File: config.mk
export PLATFORM = sky130hd
export DESIGN_NAME = integer_to_ascii_dec_hex_flat
export DESIGN_NICKNAME = d
export VERILOG_FILES = /design/src/rtl/itoa_pkg.sv /design/src/rtl/itoa_if.sv /design/src/rtl/itoa_digit_unit.sv /design/src/rtl/integer_to_ascii_dec_hex.sv /design/src/flat_wrapper.sv
export SDC_FILE = /design/constraint.sdc
export NUM_CORES = 1
export LEC_CHECK = 0
export BUFFER_PORTS_ARGS = -buffer_cell sky130_fd_sc_hd__buf_4
export CAP_MARGIN = 30
export CORE_MARGIN = 2
export CORE_UTILIZATION = 55
export CTS_BUF_LIST = sky130_fd_sc_hd__clkbuf_4
export CTS_CLUSTER_SIZE = 40
export DETAILED_ROUTE_END_ITERATION = 7
export PLACE_DENSITY = 0.7
export SYNTH_ARGS = -nofsm -noshare
export SYNTH_HDL_FRONTEND = slang
export SYNTH_SLANG_ARGS = --single-unit
File: constraint.sdc
create_clock -name clock -period 10.7 [get_ports clock]
set_input_delay 3.21 -clock clock [delete_from_list [all_inputs] [get_ports clock]]
set_output_delay 3.21 -clock clock [all_outputs]
set_load 0.05 [all_outputs]
File: src/rtl/itoa_pkg.sv
// shared constants and types for the integer to ascii converter
`timescale 1ns / 1ps

package itoa_pkg;

   localparam int StoreDepth = 10;
   localparam int StoreAw    = $clog2(StoreDepth);
   localparam int MaxDigits  = 11;

   // q = (x * recip) >> 35 gives x / 10 or x / 16 exactly for any 32-bit x
   localparam logic [31:0] DecRecip = 32'hCCCC_CCCD;
   localparam logic [31:0] HexRecip = 32'h8000_0000;
   localparam int          QuotLsb  = 35;

   localparam logic [6:0] AsciiZero  = 7'h30;
   localparam logic [6:0] AsciiLowA  = 7'h61;
   localparam logic [6:0] AsciiMinus = 7'h2D;
   localparam logic [3:0] DecBase    = 4'd10;

   typedef struct packed {
      logic        done;
      logic [31:0] quot;
      logic [3:0]  digit;
   } itoa_step_type;

endpackage

File: src/rtl/itoa_if.sv
// valid/ready channels for the converter input and output items
`timescale 1ns / 1ps

interface itoa_req_if;
   logic               valid;
   logic               ready;
   logic signed [31:0] value;
   logic               base_hex;
   logic [4:0]         room;

   modport source (output valid, value, base_hex, room, input ready);
   modport sink (input valid, value, base_hex, room, output ready);
endinterface

interface itoa_rsp_if;
   logic       valid;
   logic       ready;
   logic [6:0] ch;
   logic       is_empty;
   logic       last;

   modport source (output valid, ch, is_empty, last, input ready);
   modport sink (input valid, ch, is_empty, last, output ready);
endinterface

File: src/rtl/itoa_digit_unit.sv
// shared divide-by-base unit: one quotient and one remainder digit per step
`timescale 1ns / 1ps

module itoa_digit_unit import itoa_pkg::*; (
   input  logic          clock,
   input  logic          reset,
   input  logic          go,
   input  logic          hex,
   input  logic [31:0]   x,
   output itoa_step_type step
);

   logic [31:0] recip;
   logic [63:0] prod_in;
   logic [63:0] prod_ff;
   logic [31:0] x_ff;
   logic        hex_ff;
   logic        done_ff;
   logic [3:0]  q_low;
   logic [3:0]  q_times_ten;

   assign recip   = hex ? HexRecip : DecRecip;
   assign prod_in = 64'(x) * 64'(recip);

   always_ff @(posedge clock) begin
      if (reset) begin
         done_ff <= 1'b0;
      end else begin
         done_ff <= go;
      end
   end

   always_ff @(posedge clock) begin
      if (go) begin
         prod_ff <= prod_in;
         x_ff    <= x;
         hex_ff  <= hex;
      end
   end

   // remainder is below the base, so the low four bits are enough
   assign q_low       = prod_ff[QuotLsb+3:QuotLsb];
   assign q_times_ten = (q_low << 3) + (q_low << 1);

   always_comb begin
      step.done  = done_ff;
      step.quot  = 32'(prod_ff[63:QuotLsb]);
      step.digit = hex_ff ? x_ff[3:0] : (x_ff[3:0] - q_times_ten);
   end

endmodule

File: src/rtl/integer_to_ascii_dec_hex.sv
// integer to ascii text converter, decimal or lower-case hex, top level
//
//   port      dir   payload                         meaning
//   req_bus   in    value[31:0] base_hex room[4:0]  integer, base, room left
//   rsp_bus   out   ch[6:0] is_empty last           one character per item
//
// the item is accepted, the divider is loaded, then each digit (up to 10
// decimal, up to 8 hex) comes from the shared multiply-by-reciprocal unit,
// then the characters go out one per item, up to 11 in all
// req ready only while idle; the final item may wait in the output register
// while the next input is taken. rsp stalls hold the character loop
// synchronous active-high reset clears the sequencer and the output valid
`timescale 1ns / 1ps

module integer_to_ascii_dec_hex import itoa_pkg::*; (
   input  logic              clock,
   input  logic              reset,
   itoa_req_if.sink          req_bus,
   itoa_rsp_if.source        rsp_bus
);

   localparam logic [1:0] ST_IDLE = 2'd0;
   localparam logic [1:0] ST_LOAD = 2'd1;
   localparam logic [1:0] ST_STEP = 2'd2;
   localparam logic [1:0] ST_EMIT = 2'd3;

   logic [1:0]  state_ff, state_in;
   logic [31:0] mag_ff, mag_in;
   logic        neg_ff, neg_in;
   logic        hex_ff, hex_in;
   logic        zero_ff, zero_in;
   logic [3:0]  limit_ff, limit_in;
   logic [3:0]  ndig_ff, ndig_in;
   logic [3:0]  pos_ff, pos_in;
   logic [3:0]  store_ff [StoreDepth];
   logic        rsp_valid_ff, rsp_valid_in;
   logic [6:0]  ch_ff, ch_in;
   logic        empty_ff, empty_in;
   logic        last_ff, last_in;

   logic          accept;
   logic          out_free;
   logic          load_out;
   logic          store_wr;
   logic          unit_go;
   logic [31:0]   unit_x;
   itoa_step_type step;
   logic [4:0]    room_m1;
   logic [31:0]   value_u;
   logic          neg_req;
   logic [3:0]    total;
   logic [3:0]    count;
   logic [3:0]    dpos;
   logic [StoreAw-1:0] idx;
   logic [3:0]    dval;
   logic [6:0]    dchar;

   itoa_digit_unit u_digit (
      .clock (clock),
      .reset (reset),
      .go    (unit_go),
      .hex   (hex_ff),
      .x     (unit_x),
      .step  (step)
   );

   assign accept         = req_bus.valid && req_bus.ready;
   assign req_bus.ready  = (state_ff == ST_IDLE);
   assign out_free       = !rsp_valid_ff || rsp_bus.ready;
   assign value_u        = $unsigned(req_bus.value);
   assign neg_req        = !req_bus.base_hex && value_u[31];
   assign room_m1        = req_bus.room - 5'd1;

   assign total = ndig_ff + {3'b000, neg_ff};
   assign count = (total < limit_ff) ? total : limit_ff;
   assign dpos  = pos_ff - {3'b000, neg_ff};
   assign idx   = StoreAw'(ndig_ff - 4'd1 - dpos);
   assign dval  = (idx < StoreAw'(StoreDepth)) ? store_ff[idx] : 4'd0;
   assign dchar = (dval >= DecBase) ? (AsciiLowA + 7'(dval - DecBase))
                                    : (AsciiZero + 7'(dval));

   always_comb begin
      state_in     = state_ff;
      mag_in       = mag_ff;
      neg_in       = neg_ff;
      hex_in       = hex_ff;
      zero_in      = zero_ff;
      limit_in     = limit_ff;
      ndig_in      = ndig_ff;
      pos_in       = pos_ff;
      unit_go      = 1'b0;
      unit_x       = mag_ff;
      store_wr     = 1'b0;
      load_out     = 1'b0;
      ch_in        = ch_ff;
      empty_in     = empty_ff;
      last_in      = last_ff;
      rsp_valid_in = rsp_valid_ff && !rsp_bus.ready;

      unique case (state_ff)
         ST_IDLE: begin
            if (accept) begin
               hex_in  = req_bus.base_hex;
               neg_in  = neg_req;
               zero_in = (value_u == 32'd0);
               mag_in  = neg_req ? (~value_u + 32'd1) : value_u;
               ndig_in = 4'd0;
               pos_in  = 4'd0;
               if (req_bus.room == 5'd0) begin
                  limit_in = 4'd0;
               end else if (room_m1 > 5'(MaxDigits)) begin
                  limit_in = 4'(MaxDigits);
               end else begin
                  limit_in = room_m1[3:0];
               end
               state_in = (value_u == 32'd0) ? ST_EMIT : ST_LOAD;
            end
         end
         ST_LOAD: begin
            unit_go  = 1'b1;
            unit_x   = mag_ff;
            state_in = ST_STEP;
         end
         ST_STEP: begin
            if (step.done) begin
               store_wr = 1'b1;
               ndig_in  = ndig_ff + 4'd1;
               mag_in   = step.quot;
               if (step.quot != 32'd0 && ndig_ff != 4'(StoreDepth - 1)) begin
                  unit_go = 1'b1;
                  unit_x  = step.quot;
               end else begin
                  state_in = ST_EMIT;
               end
            end
         end
         ST_EMIT: begin
            if (out_free) begin
               load_out     = 1'b1;
               rsp_valid_in = 1'b1;
               priority if (zero_ff) begin
                  ch_in    = AsciiZero;
                  empty_in = 1'b0;
                  last_in  = 1'b1;
                  state_in = ST_IDLE;
               end else if (count == 4'd0) begin
                  ch_in    = 7'd0;
                  empty_in = 1'b1;
                  last_in  = 1'b1;
                  state_in = ST_IDLE;
               end else begin
                  ch_in    = (neg_ff && pos_ff == 4'd0) ? AsciiMinus : dchar;
                  empty_in = 1'b0;
                  last_in  = (pos_ff + 4'd1 == count);
                  pos_in   = pos_ff + 4'd1;
                  if (pos_ff + 4'd1 == count) begin
                     state_in = ST_IDLE;
                  end
               end
            end
         end
         default: begin
            state_in = ST_IDLE;
         end
      endcase
   end

   always_ff @(posedge clock) begin
      if (reset) begin
         state_ff     <= ST_IDLE;
         rsp_valid_ff <= 1'b0;
         ndig_ff      <= 4'd0;
      end else begin
         state_ff     <= state_in;
         rsp_valid_ff <= rsp_valid_in;
         ndig_ff      <= ndig_in;
      end
   end

   always_ff @(posedge clock) begin
      mag_ff   <= mag_in;
      neg_ff   <= neg_in;
      hex_ff   <= hex_in;
      zero_ff  <= zero_in;
      limit_ff <= limit_in;
      pos_ff   <= pos_in;
      if (load_out) begin
         ch_ff    <= ch_in;
         empty_ff <= empty_in;
         last_ff  <= last_in;
      end
   end

   always_ff @(posedge clock) begin
      if (store_wr) begin
         store_ff[StoreAw'(ndig_ff)] <= step.digit;
      end
   end

   assign rsp_bus.valid    = rsp_valid_ff;
   assign rsp_bus.ch       = ch_ff;
   assign rsp_bus.is_empty = empty_ff;
   assign rsp_bus.last     = last_ff;

`ifndef SYNTHESIS
   a_done_in_step: assert property (@(posedge clock) disable iff (reset)
      step.done |-> state_ff == ST_STEP)
      else $error("divider result outside the digit loop");

   a_accept_next: assert property (@(posedge clock) disable iff (reset)
      accept |=> state_ff == ST_LOAD || state_ff == ST_EMIT)
      else $error("accepted item did not start conversion");

   a_ndig_bound: assert property (@(posedge clock) disable iff (reset)
      ndig_ff <= 4'(StoreDepth))
      else $error("digit count beyond store depth");

   a_empty_last: assert property (@(posedge clock) disable iff (reset)
      rsp_valid_ff && empty_ff |-> last_ff)
      else $error("empty item not marked last");

   a_zero_no_digits: assert property (@(posedge clock) disable iff (reset)
      state_ff == ST_EMIT && zero_ff |-> ndig_ff == 4'd0)
      else $error("zero value holds digits");
`endif

endmodule
File: src/flat_wrapper.sv
// flat-port wrapper written by rule: the top's interface ports become plain ports
module integer_to_ascii_dec_hex_flat import itoa_pkg::*;
  (clock, reset, req_bus_valid, req_bus_value, req_bus_base_hex, req_bus_room, req_bus_ready, rsp_bus_valid, rsp_bus_ch, rsp_bus_is_empty, rsp_bus_last, rsp_bus_ready);
  itoa_req_if req_bus_i ();
  itoa_rsp_if rsp_bus_i ();
  input  logic clock;
  input  logic reset;
  input wire logic [$bits(req_bus_i.valid)-1:0] req_bus_valid;
  input wire logic [$bits(req_bus_i.value)-1:0] req_bus_value;
  input wire logic [$bits(req_bus_i.base_hex)-1:0] req_bus_base_hex;
  input wire logic [$bits(req_bus_i.room)-1:0] req_bus_room;
  output wire logic [$bits(req_bus_i.ready)-1:0] req_bus_ready;
  output wire logic [$bits(rsp_bus_i.valid)-1:0] rsp_bus_valid;
  output wire logic [$bits(rsp_bus_i.ch)-1:0] rsp_bus_ch;
  output wire logic [$bits(rsp_bus_i.is_empty)-1:0] rsp_bus_is_empty;
  output wire logic [$bits(rsp_bus_i.last)-1:0] rsp_bus_last;
  input wire logic [$bits(rsp_bus_i.ready)-1:0] rsp_bus_ready;
  assign req_bus_i.valid = req_bus_valid;
  assign req_bus_i.value = req_bus_value;
  assign req_bus_i.base_hex = req_bus_base_hex;
  assign req_bus_i.room = req_bus_room;
  assign req_bus_ready = req_bus_i.ready;
  assign rsp_bus_valid = rsp_bus_i.valid;
  assign rsp_bus_ch = rsp_bus_i.ch;
  assign rsp_bus_is_empty = rsp_bus_i.is_empty;
  assign rsp_bus_last = rsp_bus_i.last;
  assign rsp_bus_i.ready = rsp_bus_ready;
  integer_to_ascii_dec_hex u_core (.clock(clock), .reset(reset), .req_bus(req_bus_i), .rsp_bus(rsp_bus_i));
endmodule
==> impl_results.md <==
- Clock transition at path regs: 0.12 ns
- Worst EP required: 11.03 ns
- Status: finished clean
- Synth warnings: 0
- Unrepaired setup endpoints after global routing: false
- Cell taking the most area after synthesis: fa_1
- Sequential area share after synthesis: 0.158
- Top cells by area, synth: fa_1 31%, ha_1 20%, edfxtp_1 15%
- CTS Root Cell: clkbuf_4
- Clock latency on the worst-skew pair: 0.54 ns
- Slew HR: 0.367
- Setup TNS: 0 ns
- DRT antenna net count: 0
- I/O pin total: 53
- Max frequency: 0.0971 GHz
- Critical path endpoint category: register
- Crit path max fanout: 9
- Skew final: 0.0173 ns
- Clock Sinks: 134
- Final Util: 0.601
- Max-cap check violation count: 0
- Most numerous cell in the Yosys netlist: inv_1
- Synth Area per Inst: 10.2 um2
- Syn Inst Count: 2,449
- Drt first-iter violations: 1,498
- Global route overflow: 0
- Wirelength per Cell: 22.7 um
- Vias in the first global route: 19,000
- Top cell type's share of synthesized area: 0.315
- Pre-CTS WS: 0.578 ns
- Slowest library cell on the worst path: mux2i_1
- CTS tree: yes
- Number of flops mapped to enable cells by yosys: 126
- Main combinational cell family by area after synthesis: adder cells
- Post-CTS setup repair buffer count: 0
- Fraction of registers with async set/reset: 0
- Synth Area in Adders: 0.517
- Setup violators final: 0
- Layout cells sized above 1: 0.0811
- Worst hold path type: reg2reg
- WS Path Type: reg2reg
- DP HPWL: 63.6 mm
- First-pass GRT wire length: 111 mm
- Core box area: 44,500 um2
- Cts repair resizes: 0
- Final worst path period need: 10.30 ns
- Initial Util: 0.560
- Cell area after synthesis: 24,900 um2
- Mux contribution to synthesized area: 0.0268
- Post-synth net total: 3,283
- Routability cong.: 0.991
- CP most frequent cell: fa_1
- Die X: 217 um
- DRT Wirelength: 71.5 mm
- Largest stage delay, worst path: 0.65 ns
- Fin worst setup slack: 0.398 ns
- Area fraction in compound gates after synthesis: 0.0807
- Drt via density: 5.63
- XOR/XNOR Fraction of Synth Area: 0.0429
- # DRC: 0
- Initial antenna violation count: 0
- Worst-margin pin slew: 0.947 ns
- H-Tree Level Count: 4
- Num CTS Buffers: 17
- I/O Buffers: 52
- Final Hold Viols: 0
- Die Y: 217 um
- First-pass detailed-route iteration total: 6
- FF+latch count, synth: 134
- Worst Path Arrival: 10.64 ns
- Layout area overhead: 7.27%
- Max Transition Viols Final: 0
- Synth top cells by count: 627 x inv_1, 400 x ha_1, 392 x fa_1
- Post-Synth Simple-Gate Area: 0.0747
- Period utilisation layout: 0.963
- Ys flop type: edfxtp_1
- CTS hold repair buffers: 0
- Global router's overall resource usage: 0.318
- Die area: 47,000 um2
- Largest net degree at the start of global routing: 69
- Type of origin of the critical path: register
- Fin nets: 3,387
- Routed via count: 17,800
- Yosys cell types: 76
- CTS Buffer Depth: 2
- Std cell rows: 77
[critical path: cells and delay by family (launching register included)]
kind,cells,cell delay [ns]
buf+inv,6,1.02
xor+xnor,1,0.29
flops,1,0.44
simple gates,7,1.78
compound gates,8,2.40
mux,1,0.65
fa+ha+maj,8,3.51
[logic make-up after synthesis]
kind of cell	count (synthesis)
simple gates	372
mux	53
compound gates	315
flops	134
fa+ha+maj	794
xor+xnor	122
buf+inv	659
[final timing paths]
path	slack [ns]	endpoint	startpoint	cells after the start
max	0.40	u_core.u_digit.prod_ff[62]	u_core.u_digit.prod_ff[43]	31
min	0.57	u_core.state_ff[0]	u_core.state_ff[0]	2
max reg2reg	0.40	u_core.u_digit.prod_ff[62]	u_core.u_digit.prod_ff[43]	31
min reg2reg	0.57	u_core.state_ff[0]	u_core.state_ff[0]	2
[final cells by class]
type                            instances  area [um2]
Antenna cell                            1        2.50
Clock buffer                           20         150
Clock inverter                         11         158
Fill cell                            3865       17800
Inverter                              628        2360
Multi-Input combinational cell       1656       18500
Sequential cell                       134        3940
Tap cell                              592         741
Timing Repair Buffer                  116         881
[routing by layer]
metal	global-route usage	wire length, um
met2	0.513	33000
met3	0.0572	5050
met1	0.423	29700
met5	0	0
met4	0.136	3770
[flip-flops by register name (all words and copies together), names as in the netlist]
| name | flops |
|---|---|
| u_core.state_ff | 2 |
| u_core.u_digit.hex_ff | 1 |
| u_core.pos_ff | 4 |
| u_core.rsp_bus.ch | 7 |
| u_core.rsp_bus.valid | 1 |
| u_core.rsp_bus.is_empty | 1 |
| u_core.u_digit.x_ff | 4 |
| u_core.u_digit.prod_ff | 29 |
| u_core.rsp_bus.last | 1 |
| u_core.u_digit.done_ff | 1 |
| u_core.limit_ff | 4 |
| u_core.hex_ff | 1 |
| u_core.zero_ff | 1 |
| u_core.store_ff | 40 |
| u_core.neg_ff | 1 |
| u_core.mag_ff | 32 |
| u_core.ndig_ff | 4 |
[placed cells by master, fill, tap and decap left out, types with 14 or more instances in the layout]
cell	Yosys	routed
nor2_1	79	79
nand2_1	113	113
a21o_1	54	54
fa_1	392	392
mux2_2	20	20
nand2b_1	19	19
nor4_1	14	14
nor3_1	24	24
nor2b_1	30	30
xnor2_1	73	73
and2_1	17	17
a21oi_1	86	85
nand3_1	15	15
ha_1	400	399
edfxtp_1	126	126
inv_1	627	627
xor2_1	49	49
o21ai_0	87	87
buf_4	4	112
clkbuf_4	0	22
mux2i_1	22	22
[through the flow]
stage,cell area [um2],hold slack [ns],std cells
after floorplan,24900,0.454,2449
after global placement,26400,0.524,3120
after detailed placement,26400,0.544,3122
after CTS,26700,0.564,3153
after global routing,26700,0.591,3157
final,26700,0.570,3158
Power is left out: the tool's default activity adds up to more than one toggle a clock period on the data nets, which glitch-free logic cannot reach.
